**src/hw/rtl/u8s_pkg.sv**
```systemverilog
`timescale 1ns / 1ps
// ----------------------------------------------------------------------------
// UTF-8 sanitizer package
// Shared constants and the result-run type of the UTF-8 sanitizer.
// ----------------------------------------------------------------------------
package u8s_pkg;

    localparam int RUN_MAX = 6;
    localparam int RUN_CNT_W = $clog2(RUN_MAX + 1);

    localparam logic [7:0] CONT_LO    = 8'h80;
    localparam logic [7:0] CONT_HI    = 8'hBF;
    localparam logic [7:0] LEAD2_LO   = 8'hC2;
    localparam logic [7:0] LEAD2_HI   = 8'hDF;
    localparam logic [7:0] LEAD3_LO   = 8'hE0;
    localparam logic [7:0] LEAD3_HI   = 8'hEF;
    localparam logic [7:0] LEAD4_LO   = 8'hF0;
    localparam logic [7:0] LEAD4_HI   = 8'hF4;
    localparam logic [7:0] LEAD_SURR  = 8'hED;
    localparam logic [7:0] E0_LO      = 8'hA0;
    localparam logic [7:0] ED_HI      = 8'h9F;
    localparam logic [7:0] F0_LO      = 8'h90;
    localparam logic [7:0] F4_HI      = 8'h8F;
    localparam logic [7:0] REPL_B0    = 8'hEF;
    localparam logic [7:0] REPL_B1    = 8'hBF;
    localparam logic [7:0] REPL_B2    = 8'hBD;

    typedef struct packed {
        logic [RUN_MAX-1:0][7:0] bytes;
        logic [RUN_MAX-1:0]      repl;
        logic [RUN_CNT_W-1:0]    cnt;
    } t_run;

endpackage

```
**src/hw/rtl/u8s_if.sv**
```systemverilog
`timescale 1ns / 1ps
// ----------------------------------------------------------------------------
// UTF-8 sanitizer channels
// Valid/ready channels for raw input bytes and sanitized output bytes.
// ----------------------------------------------------------------------------
interface u8s_in_if;
    logic       valid;
    logic       ready;
    logic [7:0] in_byte;
    logic       in_last;

    modport source (output valid, output in_byte, output in_last, input ready);
    modport sink (input valid, input in_byte, input in_last, output ready);
endinterface

interface u8s_out_if;
    logic       valid;
    logic       ready;
    logic [7:0] out_byte;
    logic       run_last;
    logic       stream_end;
    logic       is_replacement;

    modport source (output valid, output out_byte, output run_last,
                    output stream_end, output is_replacement, input ready);
    modport sink (input valid, input out_byte, input run_last,
                  input stream_end, input is_replacement, output ready);
endinterface

```
**src/hw/rtl/u8s_scan.sv**
```systemverilog
`timescale 1ns / 1ps
// ----------------------------------------------------------------------------
// UTF-8 sanitizer scanner
// Holds the partial sequence and turns one input byte into its result run.
// ----------------------------------------------------------------------------
module u8s_scan (
    input  logic          i_clk,
    input  logic          i_rst_n,
    input  logic          i_take,
    input  logic [7:0]    i_byte,
    input  logic          i_last,
    output u8s_pkg::t_run o_run
);

    logic [1:0]      r_pc;
    logic [1:0]      r_need;
    logic [2:0][7:0] r_pend;
    logic [1:0]      n_pc;
    logic [1:0]      n_need;
    logic [2:0][7:0] n_pend;

    u8s_pkg::t_run run;
    logic [7:0]    lo;
    logic [7:0]    hi;
    logic          do_lead;

    always_comb begin
        n_pc    = r_pc;
        n_need  = r_need;
        n_pend  = r_pend;
        run     = '0;
        do_lead = 1'b0;
        lo      = u8s_pkg::CONT_LO;
        hi      = u8s_pkg::CONT_HI;

        if (r_pc == 2'd0 || r_need == 2'd0) begin
            n_pc    = 2'd0;
            n_need  = 2'd0;
            do_lead = 1'b1;
        end else begin
            if (r_pc == 2'd1) begin
                if (r_pend[0] == u8s_pkg::LEAD3_LO) lo = u8s_pkg::E0_LO;
                if (r_pend[0] == u8s_pkg::LEAD_SURR) hi = u8s_pkg::ED_HI;
                if (r_pend[0] == u8s_pkg::LEAD4_LO) lo = u8s_pkg::F0_LO;
                if (r_pend[0] == u8s_pkg::LEAD4_HI) hi = u8s_pkg::F4_HI;
            end
            if (i_byte >= lo && i_byte <= hi) begin
                if (r_need == 2'd1) begin
                    for (int k = 0; k < 3; k++) begin
                        if (k < int'(r_pc)) begin
                            run.bytes[run.cnt] = r_pend[k];
                            run.cnt = run.cnt + 1'b1;
                        end
                    end
                    run.bytes[run.cnt] = i_byte;
                    run.cnt = run.cnt + 1'b1;
                    n_pc   = 2'd0;
                    n_need = 2'd0;
                end else begin
                    n_pend[r_pc] = i_byte;
                    n_pc   = r_pc + 2'd1;
                    n_need = r_need - 2'd1;
                end
            end else begin
                run.bytes[run.cnt] = u8s_pkg::REPL_B0;
                run.repl[run.cnt]  = 1'b1;
                run.cnt = run.cnt + 1'b1;
                run.bytes[run.cnt] = u8s_pkg::REPL_B1;
                run.repl[run.cnt]  = 1'b1;
                run.cnt = run.cnt + 1'b1;
                run.bytes[run.cnt] = u8s_pkg::REPL_B2;
                run.repl[run.cnt]  = 1'b1;
                run.cnt = run.cnt + 1'b1;
                n_pc    = 2'd0;
                n_need  = 2'd0;
                do_lead = 1'b1;
            end
        end

        if (do_lead) begin
            if (i_byte < u8s_pkg::CONT_LO) begin
                run.bytes[run.cnt] = i_byte;
                run.cnt = run.cnt + 1'b1;
            end else if (i_byte inside {[u8s_pkg::LEAD2_LO:u8s_pkg::LEAD2_HI]}) begin
                n_pend[0] = i_byte;
                n_pc      = 2'd1;
                n_need    = 2'd1;
            end else if (i_byte inside {[u8s_pkg::LEAD3_LO:u8s_pkg::LEAD3_HI]}) begin
                n_pend[0] = i_byte;
                n_pc      = 2'd1;
                n_need    = 2'd2;
            end else if (i_byte inside {[u8s_pkg::LEAD4_LO:u8s_pkg::LEAD4_HI]}) begin
                n_pend[0] = i_byte;
                n_pc      = 2'd1;
                n_need    = 2'd3;
            end else begin
                run.bytes[run.cnt] = u8s_pkg::REPL_B0;
                run.repl[run.cnt]  = 1'b1;
                run.cnt = run.cnt + 1'b1;
                run.bytes[run.cnt] = u8s_pkg::REPL_B1;
                run.repl[run.cnt]  = 1'b1;
                run.cnt = run.cnt + 1'b1;
                run.bytes[run.cnt] = u8s_pkg::REPL_B2;
                run.repl[run.cnt]  = 1'b1;
                run.cnt = run.cnt + 1'b1;
            end
        end

        if (i_last && n_pc != 2'd0) begin
            run.bytes[run.cnt] = u8s_pkg::REPL_B0;
            run.repl[run.cnt]  = 1'b1;
            run.cnt = run.cnt + 1'b1;
            run.bytes[run.cnt] = u8s_pkg::REPL_B1;
            run.repl[run.cnt]  = 1'b1;
            run.cnt = run.cnt + 1'b1;
            run.bytes[run.cnt] = u8s_pkg::REPL_B2;
            run.repl[run.cnt]  = 1'b1;
            run.cnt = run.cnt + 1'b1;
            n_pc   = 2'd0;
            n_need = 2'd0;
        end
    end

    always_ff @(posedge i_clk) begin
        if (!i_rst_n) begin
            r_pc   <= 2'd0;
            r_need <= 2'd0;
        end else if (i_take) begin
            r_pc   <= n_pc;
            r_need <= n_need;
        end
    end

    always_ff @(posedge i_clk) begin
        if (i_take) begin
            r_pend <= n_pend;
        end
    end

    assign o_run = run;

endmodule

```
**src/hw/rtl/utf8_sanitizer_core.sv**
```systemverilog
`timescale 1ns / 1ps
// ----------------------------------------------------------------------------
// UTF-8 sanitizer core
// Turns an arbitrary byte stream into well-formed UTF-8.
// ----------------------------------------------------------------------------
// Raw bytes arrive on i_in with in_last marking the final byte of a stream.
// Sanitized bytes leave on o_out; run_last marks the last output byte caused
// by one input beat, and stream_end the last output byte of a stream.
// Each accepted byte is scanned in the cycle it is accepted, and its output
// run (zero to six bytes) is loaded into an output register. The first byte
// of a run is offered on o_out in the cycle after its input beat. The output
// side moves one byte per cycle while the receiver is ready. A new input
// beat is taken whenever the output register is empty or is handing over its
// final byte, so plain text flows at one byte per cycle if neither side
// stalls; a longer run holds the input side until its last byte leaves.
// Bytes of a multibyte sequence yield nothing until the sequence completes
// or its stream ends. When the receiver stalls, the current output byte
// holds and the input side stalls for as long as any output byte is waiting.
// Reset clears the partial sequence and empties the output register.
// ----------------------------------------------------------------------------
module utf8_sanitizer_core (
    input  logic      i_clk,
    input  logic      i_rst_n,
    u8s_in_if.sink    i_in,
    u8s_out_if.source o_out
);

    u8s_pkg::t_run                  scan_run;
    u8s_pkg::t_run                  r_run;
    logic [u8s_pkg::RUN_CNT_W-1:0]  r_cnt;
    logic [u8s_pkg::RUN_CNT_W-1:0]  r_idx;
    logic                           r_last;
    logic                           take;
    logic                           beat_out;
    logic                           last_beat;

    assign last_beat = (r_idx == r_cnt - 1'b1);
    assign beat_out  = o_out.valid && o_out.ready;
    assign i_in.ready = (r_cnt == '0) || (o_out.ready && last_beat);
    assign take = i_in.valid && i_in.ready;

    u8s_scan u_scan (
        .i_clk   (i_clk),
        .i_rst_n (i_rst_n),
        .i_take  (take),
        .i_byte  (i_in.in_byte),
        .i_last  (i_in.in_last),
        .o_run   (scan_run)
    );

    always_ff @(posedge i_clk) begin
        if (!i_rst_n) begin
            r_cnt <= '0;
            r_idx <= '0;
        end else if (take) begin
            r_cnt <= scan_run.cnt;
            r_idx <= '0;
        end else if (beat_out) begin
            if (last_beat) begin
                r_cnt <= '0;
            end else begin
                r_idx <= r_idx + 1'b1;
            end
        end
    end

    always_ff @(posedge i_clk) begin
        if (take) begin
            r_run  <= scan_run;
            r_last <= i_in.in_last;
        end
    end

    assign o_out.valid          = (r_cnt != '0);
    assign o_out.out_byte       = r_run.bytes[r_idx];
    assign o_out.is_replacement = r_run.repl[r_idx];
    assign o_out.run_last       = last_beat;
    assign o_out.stream_end     = last_beat && r_last;

endmodule

```
**src/flat_wrapper.sv**
```systemverilog
// flat-port wrapper written by rule: the top's interface ports become plain ports
module utf8_sanitizer_core_flat 
  (i_clk, i_rst_n, i_in_valid, i_in_in_byte, i_in_in_last, i_in_ready, o_out_valid, o_out_out_byte, o_out_run_last, o_out_stream_end, o_out_is_replacement, o_out_ready);
  u8s_in_if i_in_i ();
  u8s_out_if o_out_i ();
  input  logic i_clk;
  input  logic i_rst_n;
  input wire logic [$bits(i_in_i.valid)-1:0] i_in_valid;
  input wire logic [$bits(i_in_i.in_byte)-1:0] i_in_in_byte;
  input wire logic [$bits(i_in_i.in_last)-1:0] i_in_in_last;
  output wire logic [$bits(i_in_i.ready)-1:0] i_in_ready;
  output wire logic [$bits(o_out_i.valid)-1:0] o_out_valid;
  output wire logic [$bits(o_out_i.out_byte)-1:0] o_out_out_byte;
  output wire logic [$bits(o_out_i.run_last)-1:0] o_out_run_last;
  output wire logic [$bits(o_out_i.stream_end)-1:0] o_out_stream_end;
  output wire logic [$bits(o_out_i.is_replacement)-1:0] o_out_is_replacement;
  input wire logic [$bits(o_out_i.ready)-1:0] o_out_ready;
  assign i_in_i.valid = i_in_valid;
  assign i_in_i.in_byte = i_in_in_byte;
  assign i_in_i.in_last = i_in_in_last;
  assign i_in_ready = i_in_i.ready;
  assign o_out_valid = o_out_i.valid;
  assign o_out_out_byte = o_out_i.out_byte;
  assign o_out_run_last = o_out_i.run_last;
  assign o_out_stream_end = o_out_i.stream_end;
  assign o_out_is_replacement = o_out_i.is_replacement;
  assign o_out_i.ready = o_out_ready;
  utf8_sanitizer_core u_core (.i_clk(i_clk), .i_rst_n(i_rst_n), .i_in(i_in_i), .o_out(o_out_i));
endmodule
```
**config.mk**
```make
export PLATFORM = sky130hd
export DESIGN_NAME = utf8_sanitizer_core_flat
export DESIGN_NICKNAME = d
export VERILOG_FILES = /design/src/hw/rtl/u8s_pkg.sv /design/src/hw/rtl/u8s_if.sv /design/src/hw/rtl/u8s_scan.sv /design/src/hw/rtl/utf8_sanitizer_core.sv /design/src/flat_wrapper.sv
export SDC_FILE = /design/constraint.sdc
export NUM_CORES = 1
export LEC_CHECK = 0
export ABC_AREA = 1
export ABC_CLOCK_PERIOD_IN_PS = 4630
export BUFFER_PORTS_ARGS = -buffer_cell sky130_fd_sc_hd__buf_2
export CORE_MARGIN = 4
export CORE_UTILIZATION = 55
export DETAILED_ROUTE_END_ITERATION = 10
export GPL_TIMING_DRIVEN = 0
export PLACE_DENSITY = 0.84
export SKIP_CTS_REPAIR_TIMING = 1
export SLEW_MARGIN = 20
export SYNTH_ARGS = -nofsm -noshare
export SYNTH_HDL_FRONTEND = slang
export SYNTH_SLANG_ARGS = --single-unit
```
**constraint.sdc**
```tcl
create_clock -name i_clk -period 4.63 [get_ports i_clk]
set_clock_uncertainty 0.05 [all_clocks]
set_input_delay 0.463 -clock i_clk [delete_from_list [all_inputs] [get_ports i_clk]]
set_output_delay 0.463 -clock i_clk [all_outputs]
set_load 0.01 [all_outputs]
```
==> results.tsv, run 1 <==
metric	value	unit
crit_path_max_fanout	11	
dp_hpwl	13420	um
grt_max_degree	59	
report.final.slew_viol_count	0	
synth_top_area_cell	edfxtp_1	
final.setup.tns	0	ps
antennaDiodeCount	0	
tritoncts_num_sinks	89	
wirelength	17680	um
cts-buffers-inserted	9	
synthFlopType	edfxtp_1	
yosys.area_share.adder	0.04481	
synth-async-reset-ratio	0	
detail_route.wl_per_cell	19.51	um
synth_top_family_by_area	simple AND/OR/NAND/NOR gates	
global_route_wire_length_before_repair	27480	um
ant_nets	0	
synth-edff-count	79	
worstMarginPinSlew	937.6	ps
worst_slew_margin_rel	0.3701	
vdd_drop_max	189.5	uV
clock_tree.buffer_depth	2	
hold_viol_final	0	
synthSimpleGateAreaFrac	0.2708	
finalCoreUtilization	0.6319	
grt_antenna_before_repair	0	
globalRouteOverflowTotal	0	
worst_ep_required_time	4690	ps
portbufs	25	
fin_hold_ws	241.5	ps
timing.hold.worst_endpoint	u_core.u_scan.r_pend[19]$_DFFE_PP_	
cap_viol_max_count	0	
fmax	0.2254	GHz
post_synth_instance_area	0.005863	mm2
post_synth_most_frequent_cells	144 x nand2_1, 80 x o21ai_0, 79 x edfxtp_1, 69 x nor2_1, 60 x nand3_1	
power.static_leakage	2.724	nW
synth.area.top_cells	edfxtp_1 40%, nand2_1 9.2%, o21ai_0 6.8%, nand3_1 5.1%, ha_1 4.5%	
syn-mean-instance-area	8.155	um2
cpLargestDelayFamily	simple AND/OR/NAND/NOR gates	
worstHoldPathType	input port to register	
cp_data_arrival_time	4490	ps
gp_congestion	1.003	
synthXorXnorAreaFrac	0.005975	
timing.rr.end	u_core.r_run[4]$_DFFE_PP_	
fp-row-count	37	
report.final.setup_viol	0	
yosysSeqAreaShare	0.4388	
path_common_cell	nand2_1	
cts.clk_slew.worst_paths	100	ps
startpoint_type	register	
initial_core_util	0.5654	
cts_tree	built	
die_w	111.3	um
timing.rr.start	u_core.u_scan.r_pend[0]$_DFFE_PP_	
finalWorstPathRequiredPeriod	4436	ps
compound_gate_portion_of_the_synthesized_area	0.1618	
synth.area.mux_share	0	
clkLatencyLatePin	370	ps
cts.root.buffer_cell	clkbuf_8	
hold_path.startpoint	i_in_in_byte[3]	
yosys_register_bits	89	
synthesized_instance_count	719	
nNetsFinal	799	
timing.critical_path.buf_inv	8	
dr_total_vias	5493	
die_area	0.01238	mm2
delay_of_the_slowest_cell_on_the_worst_path	490	ps
grt_util_all_layers	0.2825	
worst_r2r_path_depth	29	
setup.reg_to_reg.worst_slack	190	ps
viasPerCell	6.063	
worst_hold_path.num_cells	1	
synth.most_common_cell	nand2_1	
io_pins	26	
drive_gt1_frac	0.1844	
power	1.925	mW
power-per-cell-area	293.8	mW/mm2
finalCritPeriodShare	0.9582	
synth.top_cell.area_share	0.4046	
yosys.cell_types.count	56	
die_height	111.3	um
number_of_global_route_vias_before_repair	5128	
status	finished clean	
drt_iter0_drc	697	
ys_warn_count	0	
route.detailed.drc	0	
worstSetupPathType	register to register	
core-area	0.01037	mm2
cell_with_the_largest_stage_delay_on_the_worst_path	edfxtp_1	
worstSetupEndpointType	register	
flow.area_growth_from_synthesis	11.76	%
detail_route.first_pass.iterations	5	
cts_max_level	3	
## worst max path at each step
stage | startpoint | endpoint | depth (start not counted)
floorplan | u_core.u_scan.r_pc[1]$_SDFFE_PN0P_ | u_core.r_run[41]$_DFFE_PP_ | 28
global placement | u_core.u_scan.r_pc[1]$_SDFFE_PN0P_ | u_core.r_run[41]$_DFFE_PP_ | 28
detailed placement | u_core.u_scan.r_pc[1]$_SDFFE_PN0P_ | u_core.r_run[4]$_DFFE_PP_ | 31
CTS | u_core.u_scan.r_pc[1]$_SDFFE_PN0P_ | u_core.r_run[4]$_DFFE_PP_ | 31
global route | u_core.u_scan.r_pend[0]$_DFFE_PP_ | u_core.r_run[4]$_DFFE_PP_ | 29
finish | u_core.u_scan.r_pend[0]$_DFFE_PP_ | u_core.r_run[4]$_DFFE_PP_ | 29
## logic make-up (layout without fill, tap and decap cells)
kind of cell / after synthesis / count (layout)
AO/OA/AOI/OAI: 159 / 159
flip-flops: 89 / 89
adder cells (fa/ha/maj): 21 / 21
AND/OR/NAND/NOR: 337 / 337
other: 1 / 2
buffers and inverters: 108 / 158
XOR/XNOR: 4 / 4
## registers in the layout, summed over array words and instances (netlist names)
| signal | cells |
|---|---|
| u_core.r_idx | 3 |
| u_core.u_scan.r_pend | 24 |
| u_core.r_run | 54 |
| u_core.r_cnt | 3 |
| u_core.u_scan.r_pc | 2 |
| u_core.u_scan.r_need | 2 |
| u_core.r_last | 1 |
## per-layer routing
layer  global-route usage  vias up  part of all wire
li1                     -     2572                 -
met1               0.3858     2562              0.41
met2               0.4660      312              0.48
met3              0.02675       47             0.074
met4               0.1087        0             0.033
met5                    0        -                 0
## final cells by class
type	count	area (um2)
Fill cell	908	3817
Multi-Input combinational cell	523	2928
Sequential cell	89	2575
Inverter	85	344.1
Timing Repair Buffer	34	212.7
Tap cell	136	170.2
Clock buffer	9	123.9
Buffer	23	113.9
Clock inverter	7	85.08
## cell usage in the layout (no fill, tap or decap), types with 5 or more instances in the layout
cell	n
dfxtp_1	8
edfxtp_1	79
buf_2	28
o32ai_1	11
nor2_1	69
inv_4	5
inv_1	54
nand4_1	8
a21oi_1	29
inv_2	24
clkbuf_1	12
clkbuf_8	9
buf_4	8
nor2_4	7
a31oi_1	6
nor3_1	11
nand3_2	6
nand2_1	142
nand3_1	58
nand2_2	14
ha_1	17
o21ai_0	80
## stage by stage
step | area, um2 | setup WS (ps) | instances
2_1_floorplan | 5867 | 565.2 | 720
3_3_place_gp | 6162 | 6.219 | 881
3_5_place_dp | 6197 | -145.6 | 882
4_1_cts | 6406 | -178.7 | 898
5_1_grt | 6553 | -13.01 | 906
6_report | 6553 | 193.6 | 906
## report_power, final
group	switching, mW	internal (mW)
clock	0.314	0.260
sequential	0.0299	0.961
combinational	0.247	0.113
total	0.591	1.33
Note: power is estimated with default switching activity, not from simulation.
==> run 2, diff against run 1 <==
- CORE_UTILIZATION: 55 -> 30
- PLACE_DENSITY: 0.84 -> 0.57
==> run 2 against run 1 <==
Against the previous run: worst setup slack improved by 120 ps; clock power rose by 45%; via count decreased by 4.8%; cell count up 14%; critical endpoint is now u_core.r_run[25]$_DFFE_PP_; highest routed layer unchanged.
==> results.tsv, run 2 (same netlist as run 1, synthesis figures left out) <==
metric	value	unit	change
delay_of_the_slowest_cell_on_the_worst_path	450	ps	-40 ps
crit_path_max_fanout	11		unchanged
cts-buffers-inserted	9		unchanged
die_area	0.02184	mm2	+77%
total_stage_count_of_the_critical_path	29		unchanged
dr_total_vias	5231		-4.8%
finalWorstSetupSlack	311.0	ps	+117.4 ps
grt_util_all_layers	0.1700		-0.1125
tritoncts_num_sinks	89		unchanged
worstSetupEndpointType	register		
timing.rr.start	u_core.u_scan.r_pend[3]$_DFFE_PP_		
gp_congestion	0.9767		-2.6%
worst_hold_path.num_cells	1		unchanged
route.detailed.drc	0		unchanged
drive_gt1_frac	0.1816		-0.002833
ant_nets	0		unchanged
dp_hpwl	14160	um	+5.5%
routed.top_layer	met4		
cell_with_the_largest_stage_delay_on_the_worst_path	edfxtp_1		
worstMarginPinSlew	1024	ps	+85.99 ps
final_common_cell	nand2_1		
worst_r2r_path_depth	29		unchanged
core-area	0.01896	mm2	+83%
path_common_cell	nand2_1		
cts.clk_slew.worst_paths	70	ps	-30 ps
finalWorstPathRequiredPeriod	4319	ps	-117.4 ps
cpLargestDelayFamily	simple AND/OR/NAND/NOR gates		
portbufs	25		unchanged
layout_common_cells	143 x nand2_1, 79 x o21ai_0, 79 x edfxtp_1		
cp_data_arrival_time	4350	ps	-140 ps
worstHoldPathType	input port to register		
drt_iter0_drc	547		-22%
grt_antenna_before_repair	0		unchanged
detail_route.first_pass.iterations	6		+1
hold_path.startpoint	i_in_in_last		
met3WireLength	961	um	-26%
report.final.setup_viol	0		unchanged
cap_viol_max_count	0		unchanged
largest-register	u_core.r_run		
worst_slew_margin_rel	0.3124		-0.05777
die_height	147.8	um	+33%
preCtsSetupSlack	-73.94	ps	+71.64 ps
timing.rr.end	u_core.r_run[25]$_DFFE_PP_		
vdd_drop_max	180.0	uV	-5.0%
status	finished clean		
die_w	147.8	um	+33%
cts_max_level	3		unchanged
number_of_global_route_vias_before_repair	5198		+1.4%
worstSetupPathType	register to register		
finish.cell_count_without_fillers	1031		+14%
antennaDiodeCount	0		unchanged
io_pins	26		unchanged
wirelength	18390	um	+4.0%
startpoint_type	register		
placedCellCount	1006		+14%
hold_viol_final	0		unchanged
route.met2.wl	8386	um	-1.2%
power	2.177	mW	+13%
worst_ep_required_time	4670	ps	-20 ps
setup.reg_to_reg.worst_slack	310	ps	+120 ps
fp-row-count	50		+35%
report.final.slew_viol_count	0		unchanged
power.static_leakage	2.778	nW	+2.0%
initial_core_util	0.3093		-0.2561
flow.area_growth_from_synthesis	16.24	%	
timing.hold.worst_endpoint	u_core.r_last$_DFFE_PP_		
fmax	0.2315	GHz	+2.7%
global_route_wire_length_before_repair	28660	um	+4.3%
grt_max_degree	59		unchanged
drt-met1-wl	8398	um	+15%
detail_route.wl_per_cell	17.83	um	-8.6%
clkLatencyLatePin	360	ps	about the same
clock_tree.buffer_depth	2		unchanged
viasPerCell	5.074		-16%
nNetsFinal	800		+0.13%
largest_register_ffs	54		unchanged
power-per-cell-area	319.4	mW/mm2	+8.7%
timing.critical_path.buf_inv	8		unchanged
finalCritPeriodShare	0.9328		-0.02537
globalRouteOverflowTotal	0		unchanged
cts_tree	built		
layout_top_registers	u_core.r_run: 54 flops, u_core.u_scan.r_pend: 24 flops		
cts.root.buffer_cell	clkbuf_16		
-- run 2: cell count changes in the layout (fill, tap and decap cells not counted), sizes merged --
cell	previous run	this run
clkinvlp	2	1
clkbuf	22	23
clkinv	3	2
buf	44	45
bufinv	1	2
-- run 2: how the worst max path moves through the flow --
stage / from / end / slack (ps)
after floorplan: u_core.u_scan.r_pc[1]$_SDFFE_PN0P_ / u_core.r_run[41]$_DFFE_PP_ / 570
after global placement: u_core.u_scan.r_pc[1]$_SDFFE_PN0P_ / u_core.r_run[48]$_DFFE_PP_ / -70
after detailed placement: u_core.u_scan.r_pc[1]$_SDFFE_PN0P_ / u_core.r_run[48]$_DFFE_PP_ / -70
after CTS: u_core.u_scan.r_pc[1]$_SDFFE_PN0P_ / u_core.r_run[25]$_DFFE_PP_ / -120
after global routing: u_core.u_scan.r_pc[1]$_SDFFE_PN0P_ / u_core.r_run[25]$_DFFE_PP_ / -3
final: u_core.u_scan.r_pend[3]$_DFFE_PP_ / u_core.r_run[25]$_DFFE_PP_ / 310
-- run 2: routing by layer --
metal  global-route usage  vias up
li1                     -     2574
met5                    0        -
met3              0.03219       43
met1               0.2234     2467
met4              0.07130        0
met2               0.2751      147
-- run 2: report_power, final --
group / leakage [nW] / internal [mW] / switching, mW / total [mW]
sequential: 0.840 / 0.962 / 0.0275 / 0.989
clock: 0.160 / 0.494 / 0.336 / 0.830
combinational: 1.78 / 0.110 / 0.248 / 0.358
total: 2.78 / 1.57 / 0.612 / 2.18
-- run 2: final cells by class --
class | count | area, um2
Tap cell | 260 | 325.3
Multi-Input combinational cell | 523 | 2908
Fill cell | 1990 | 12140
Timing Repair Buffer | 35 | 220.2
Inverter | 85 | 341.6
Sequential cell | 89 | 2574
Clock buffer | 10 | 239.0
Buffer | 23 | 113.9
Clock inverter | 6 | 93.84
-- run 2: metrics by stage --
step | util | area, um2 | hold slack (ps) | setup TNS, ps
finish | 0.3595 | 6815 | 258.4 | 0
global route | 0.3595 | 6815 | 256.8 | -3.300
CTS | 0.3524 | 6680 | 253.2 | -2012
detailed placement | 0.3349 | 6347 | 419.0 | -965.2
global placement | 0.3333 | 6317 | 418.5 | -733.2
floorplan | - | 5867 | 395.3 | 0
==> run 3, diff against run 2 <==
- ABC_CLOCK_PERIOD_IN_PS: 4630 -> 3900
- CELL_PAD_IN_SITES_DETAIL_PLACEMENT: unset -> 1
- CELL_PAD_IN_SITES_GLOBAL_PLACEMENT: unset -> 1
- PLACE_DENSITY: 0.57 -> 0.69
- clock period: 4.63 -> 3.9 ns (I/O delays scaled with it)
==> run 3 against run 2 <==
Against the previous run: the run now ends with negative setup slack left; global-route usage increased by 1.2 points; worst setup slack got worse by 510 ps; sequential share of layout area down 2.3 points; maximum frequency grew 5.5%; register-to-register slack got worse by 510 ps; largest power group unchanged.
==> results.tsv, run 3 (same netlist as run 1, synthesis figures left out) <==
metric	value	unit	change
report.final.slew_viol_count	0		unchanged
p_sw	0.7545	mW	+23%
cp_data_arrival_time	4150	ps	-200 ps
die_area	0.02184	mm2	unchanged
worst_hold_path.num_cells	1		unchanged
grt_util_all_layers	0.1818		+0.01180
intPower	1.863	mW	+19%
routed.top_layer	met4		
globalRouteOverflowTotal	0		unchanged
worstHoldPathType	input port to register		
hold_viol_final	0		unchanged
power.static_leakage	2.986	nW	+7.5%
vdd_drop_max	192.2	uV	+6.8%
startpoint_type	register		
dp_hpwl	15270	um	+7.9%
detail_route.wl_per_cell	19.27	um	+8.0%
cts-buffers-inserted	9		unchanged
worstSetupEndpointType	register		
drive_gt1_frac	0.2617		+0.08011
finalWorstSetupSlack	-195.2	ps	-506.2 ps
power	2.617	mW	+20%
clock_tree.buffer_depth	2		unchanged
die_height	147.8	um	unchanged
route.met2.wl	9914	um	+18%
worstMarginPinSlew	850.6	ps	-173.0 ps
core-area	0.01896	mm2	unchanged
antennaDiodeCount	0		unchanged
setup.worst_path.start	u_core.u_scan.r_pend[3]$_DFFE_PP_		
fp-row-count	50		unchanged
cap_viol_max_count	0		unchanged
io_pins	26		unchanged
worst_r2r_path_depth	27		-6.9%
clkLatencyLatePin	360	ps	about the same
pwr-share-clk	0.368		-0.013
cts_tree	built		
number_of_global_route_vias_before_repair	5408		+4.0%
gp_congestion	0.9580		-1.9%
flow.area_growth_from_synthesis	24.07	%	
hold_path.startpoint	i_in_in_byte[3]		
detail_route.first_pass.iterations	5		-1
fin_hold_ws	181.8	ps	-76.60 ps
violated_checks	negative setup slack		
initial_core_util	0.3093		unchanged
nFillCells	2276		+14%
report.final.setup_viol	43		+43
setup.reg_to_reg.worst_slack	-200	ps	-510 ps
status	finished with violations		
cts.clk_slew.worst_paths	70	ps	about the same
dr_total_vias	5417		+3.6%
comb_power_share	0.184		+0.020
crit_path_max_fanout	5		-6
die_w	147.8	um	unchanged
wirelength	20250	um	+10%
portbufs	25		unchanged
layout_common_cells	125 x nand2_1, 79 x edfxtp_1, 74 x o21ai_0		
largest-register	u_core.r_run		
fmax	0.2442	GHz	+5.5%
finalWorstPathRequiredPeriod	4095	ps	-223.8 ps
grt_max_degree	58		-1.7%
drt-met1-wl	8877	um	+5.7%
switch_share	0.2883		+0.007291
cts_max_level	3		unchanged
worst_slew_margin_rel	0.4286		+0.1162
drt_iter0_drc	278		-49%
timing.rr.start	u_core.u_scan.r_pend[3]$_DFFE_PP_		
grt_antenna_before_repair	0		unchanged
global_route_wire_length_before_repair	30620	um	+6.9%
final_common_cell	nand2_1		
ant_nets	0		unchanged
largest_register_ffs	54		unchanged
setup_repair_after_global_routing_missed_its_margin	yes		
power_frac_seq	0.448		-0.006
met3WireLength	770	um	-20%
layout_top_registers	u_core.r_run: 54 flops, u_core.u_scan.r_pend: 24 flops		
viasPerCell	5.154		+1.6%
worst_ep_required_time	3950	ps	-720 ps
route.detailed.drc	0		unchanged
power-per-cell-area	359.8	mW/mm2	+13%
timing.rr.end	u_core.r_run[41]$_DFFE_PP_		
tritoncts_num_sinks	89		unchanged
nNetsFinal	820		+2.5%
finalCritPeriodShare	1.050		+0.1172
cts.root.buffer_cell	clkbuf_16		
worstSetupPathType	register to register		
timing.hold.worst_endpoint	u_core.u_scan.r_pend[11]$_DFFE_PP_		
[run 3: changes by cell type in the layout (fill, tap and decap cells not counted), moves of 5 or more]
cell     delta
nand2_4     +6
inv_4       +6
nand2_1    -18
nand3_2     +6
nand3_1    -11
nand2_2    +11
o21ai_0     -5
buf_4      +20
nand3_4     +5
[run 3: how the worst max path moves through the flow]
stage / end / slack [ps] / cells past startpoint
floorplan: u_core.r_run[32]$_DFFE_PP_ / 20 / 31
global placement: u_core.r_run[19]$_DFFE_PP_ / -710 / 31
detailed placement: u_core.r_run[28]$_DFFE_PP_ / -760 / 31
CTS: u_core.r_run[28]$_DFFE_PP_ / -790 / 31
global route: u_core.r_run[32]$_DFFE_PP_ / -420 / 30
finish: u_core.r_run[41]$_DFFE_PP_ / -200 / 27
[run 3: worst max-delay path, cell delays in order, from the launching register on]
cell and delay (ps):
edfxtp_1 430, nor3_2 310, nand3_2 190, o21ai_2 170, ha_1 250, nand2_1 60
nor2_1 40, nand2_1 60, nand2_2 90, nand2_4 130, inv_8 50, nor2_8 160
clkinv_8 80, nand2_8 70, buf_8 130, inv_4 60, ha_4 280, inv_4 50
nand2_4 70, nand3_4 100, ha_4 200, inv_4 70, nand3_4 80, nand3_4 120
nand2_4 80, nand2_4 90, nand3b_4 100, or2_1 250
[run 3: routing by layer]
metal  vias to the layer above  GRT usage
li1                       2606          -
met1                      2647     0.2328
met2                       123     0.3021
met3                        41    0.03740
met4                         0    0.07036
met5                         -          0
[run 3: power by group through the flow]
stage	clock network [mW]	registers, mW	logic [mW]
6_report	0.963	1.17	0.481
5_1_grt	1.02	1.18	0.529
4_1_cts	0.976	1.17	0.427
3_5_place_dp	0	1.19	0.425
3_3_place_gp	0	1.20	0.407
2_1_floorplan	0	1.19	0.267
[run 3: area by class of cell]
cell class,count,area (um2),area share
clock inverter,6,90.09,0.01238
buffer,23,118.9,0.01634
tap,260,325.3,0.04472
timing repair buffer,55,370.4,0.05091
multi-input combinational,523,3194,0.4391
sequential,89,2577,0.3543
inverter,85,369.1,0.05074
clock buffer,10,229.0,0.03148
[run 3: stage by stage]
stage                     instance area, um2  setup TNS, ps  setup slack [ps]    util  std cells
after floorplan                         5887              0             17.22       -        720
after global placement                  6337         -42690            -711.3  0.3343       1005
after detailed placement                6367         -31550            -757.0  0.3359       1006
after CTS                               6686         -33040            -786.8  0.3527       1022
after global routing                    7274         -16080            -421.1  0.3838       1051
final                                   7274          -4820            -195.2  0.3838       1051
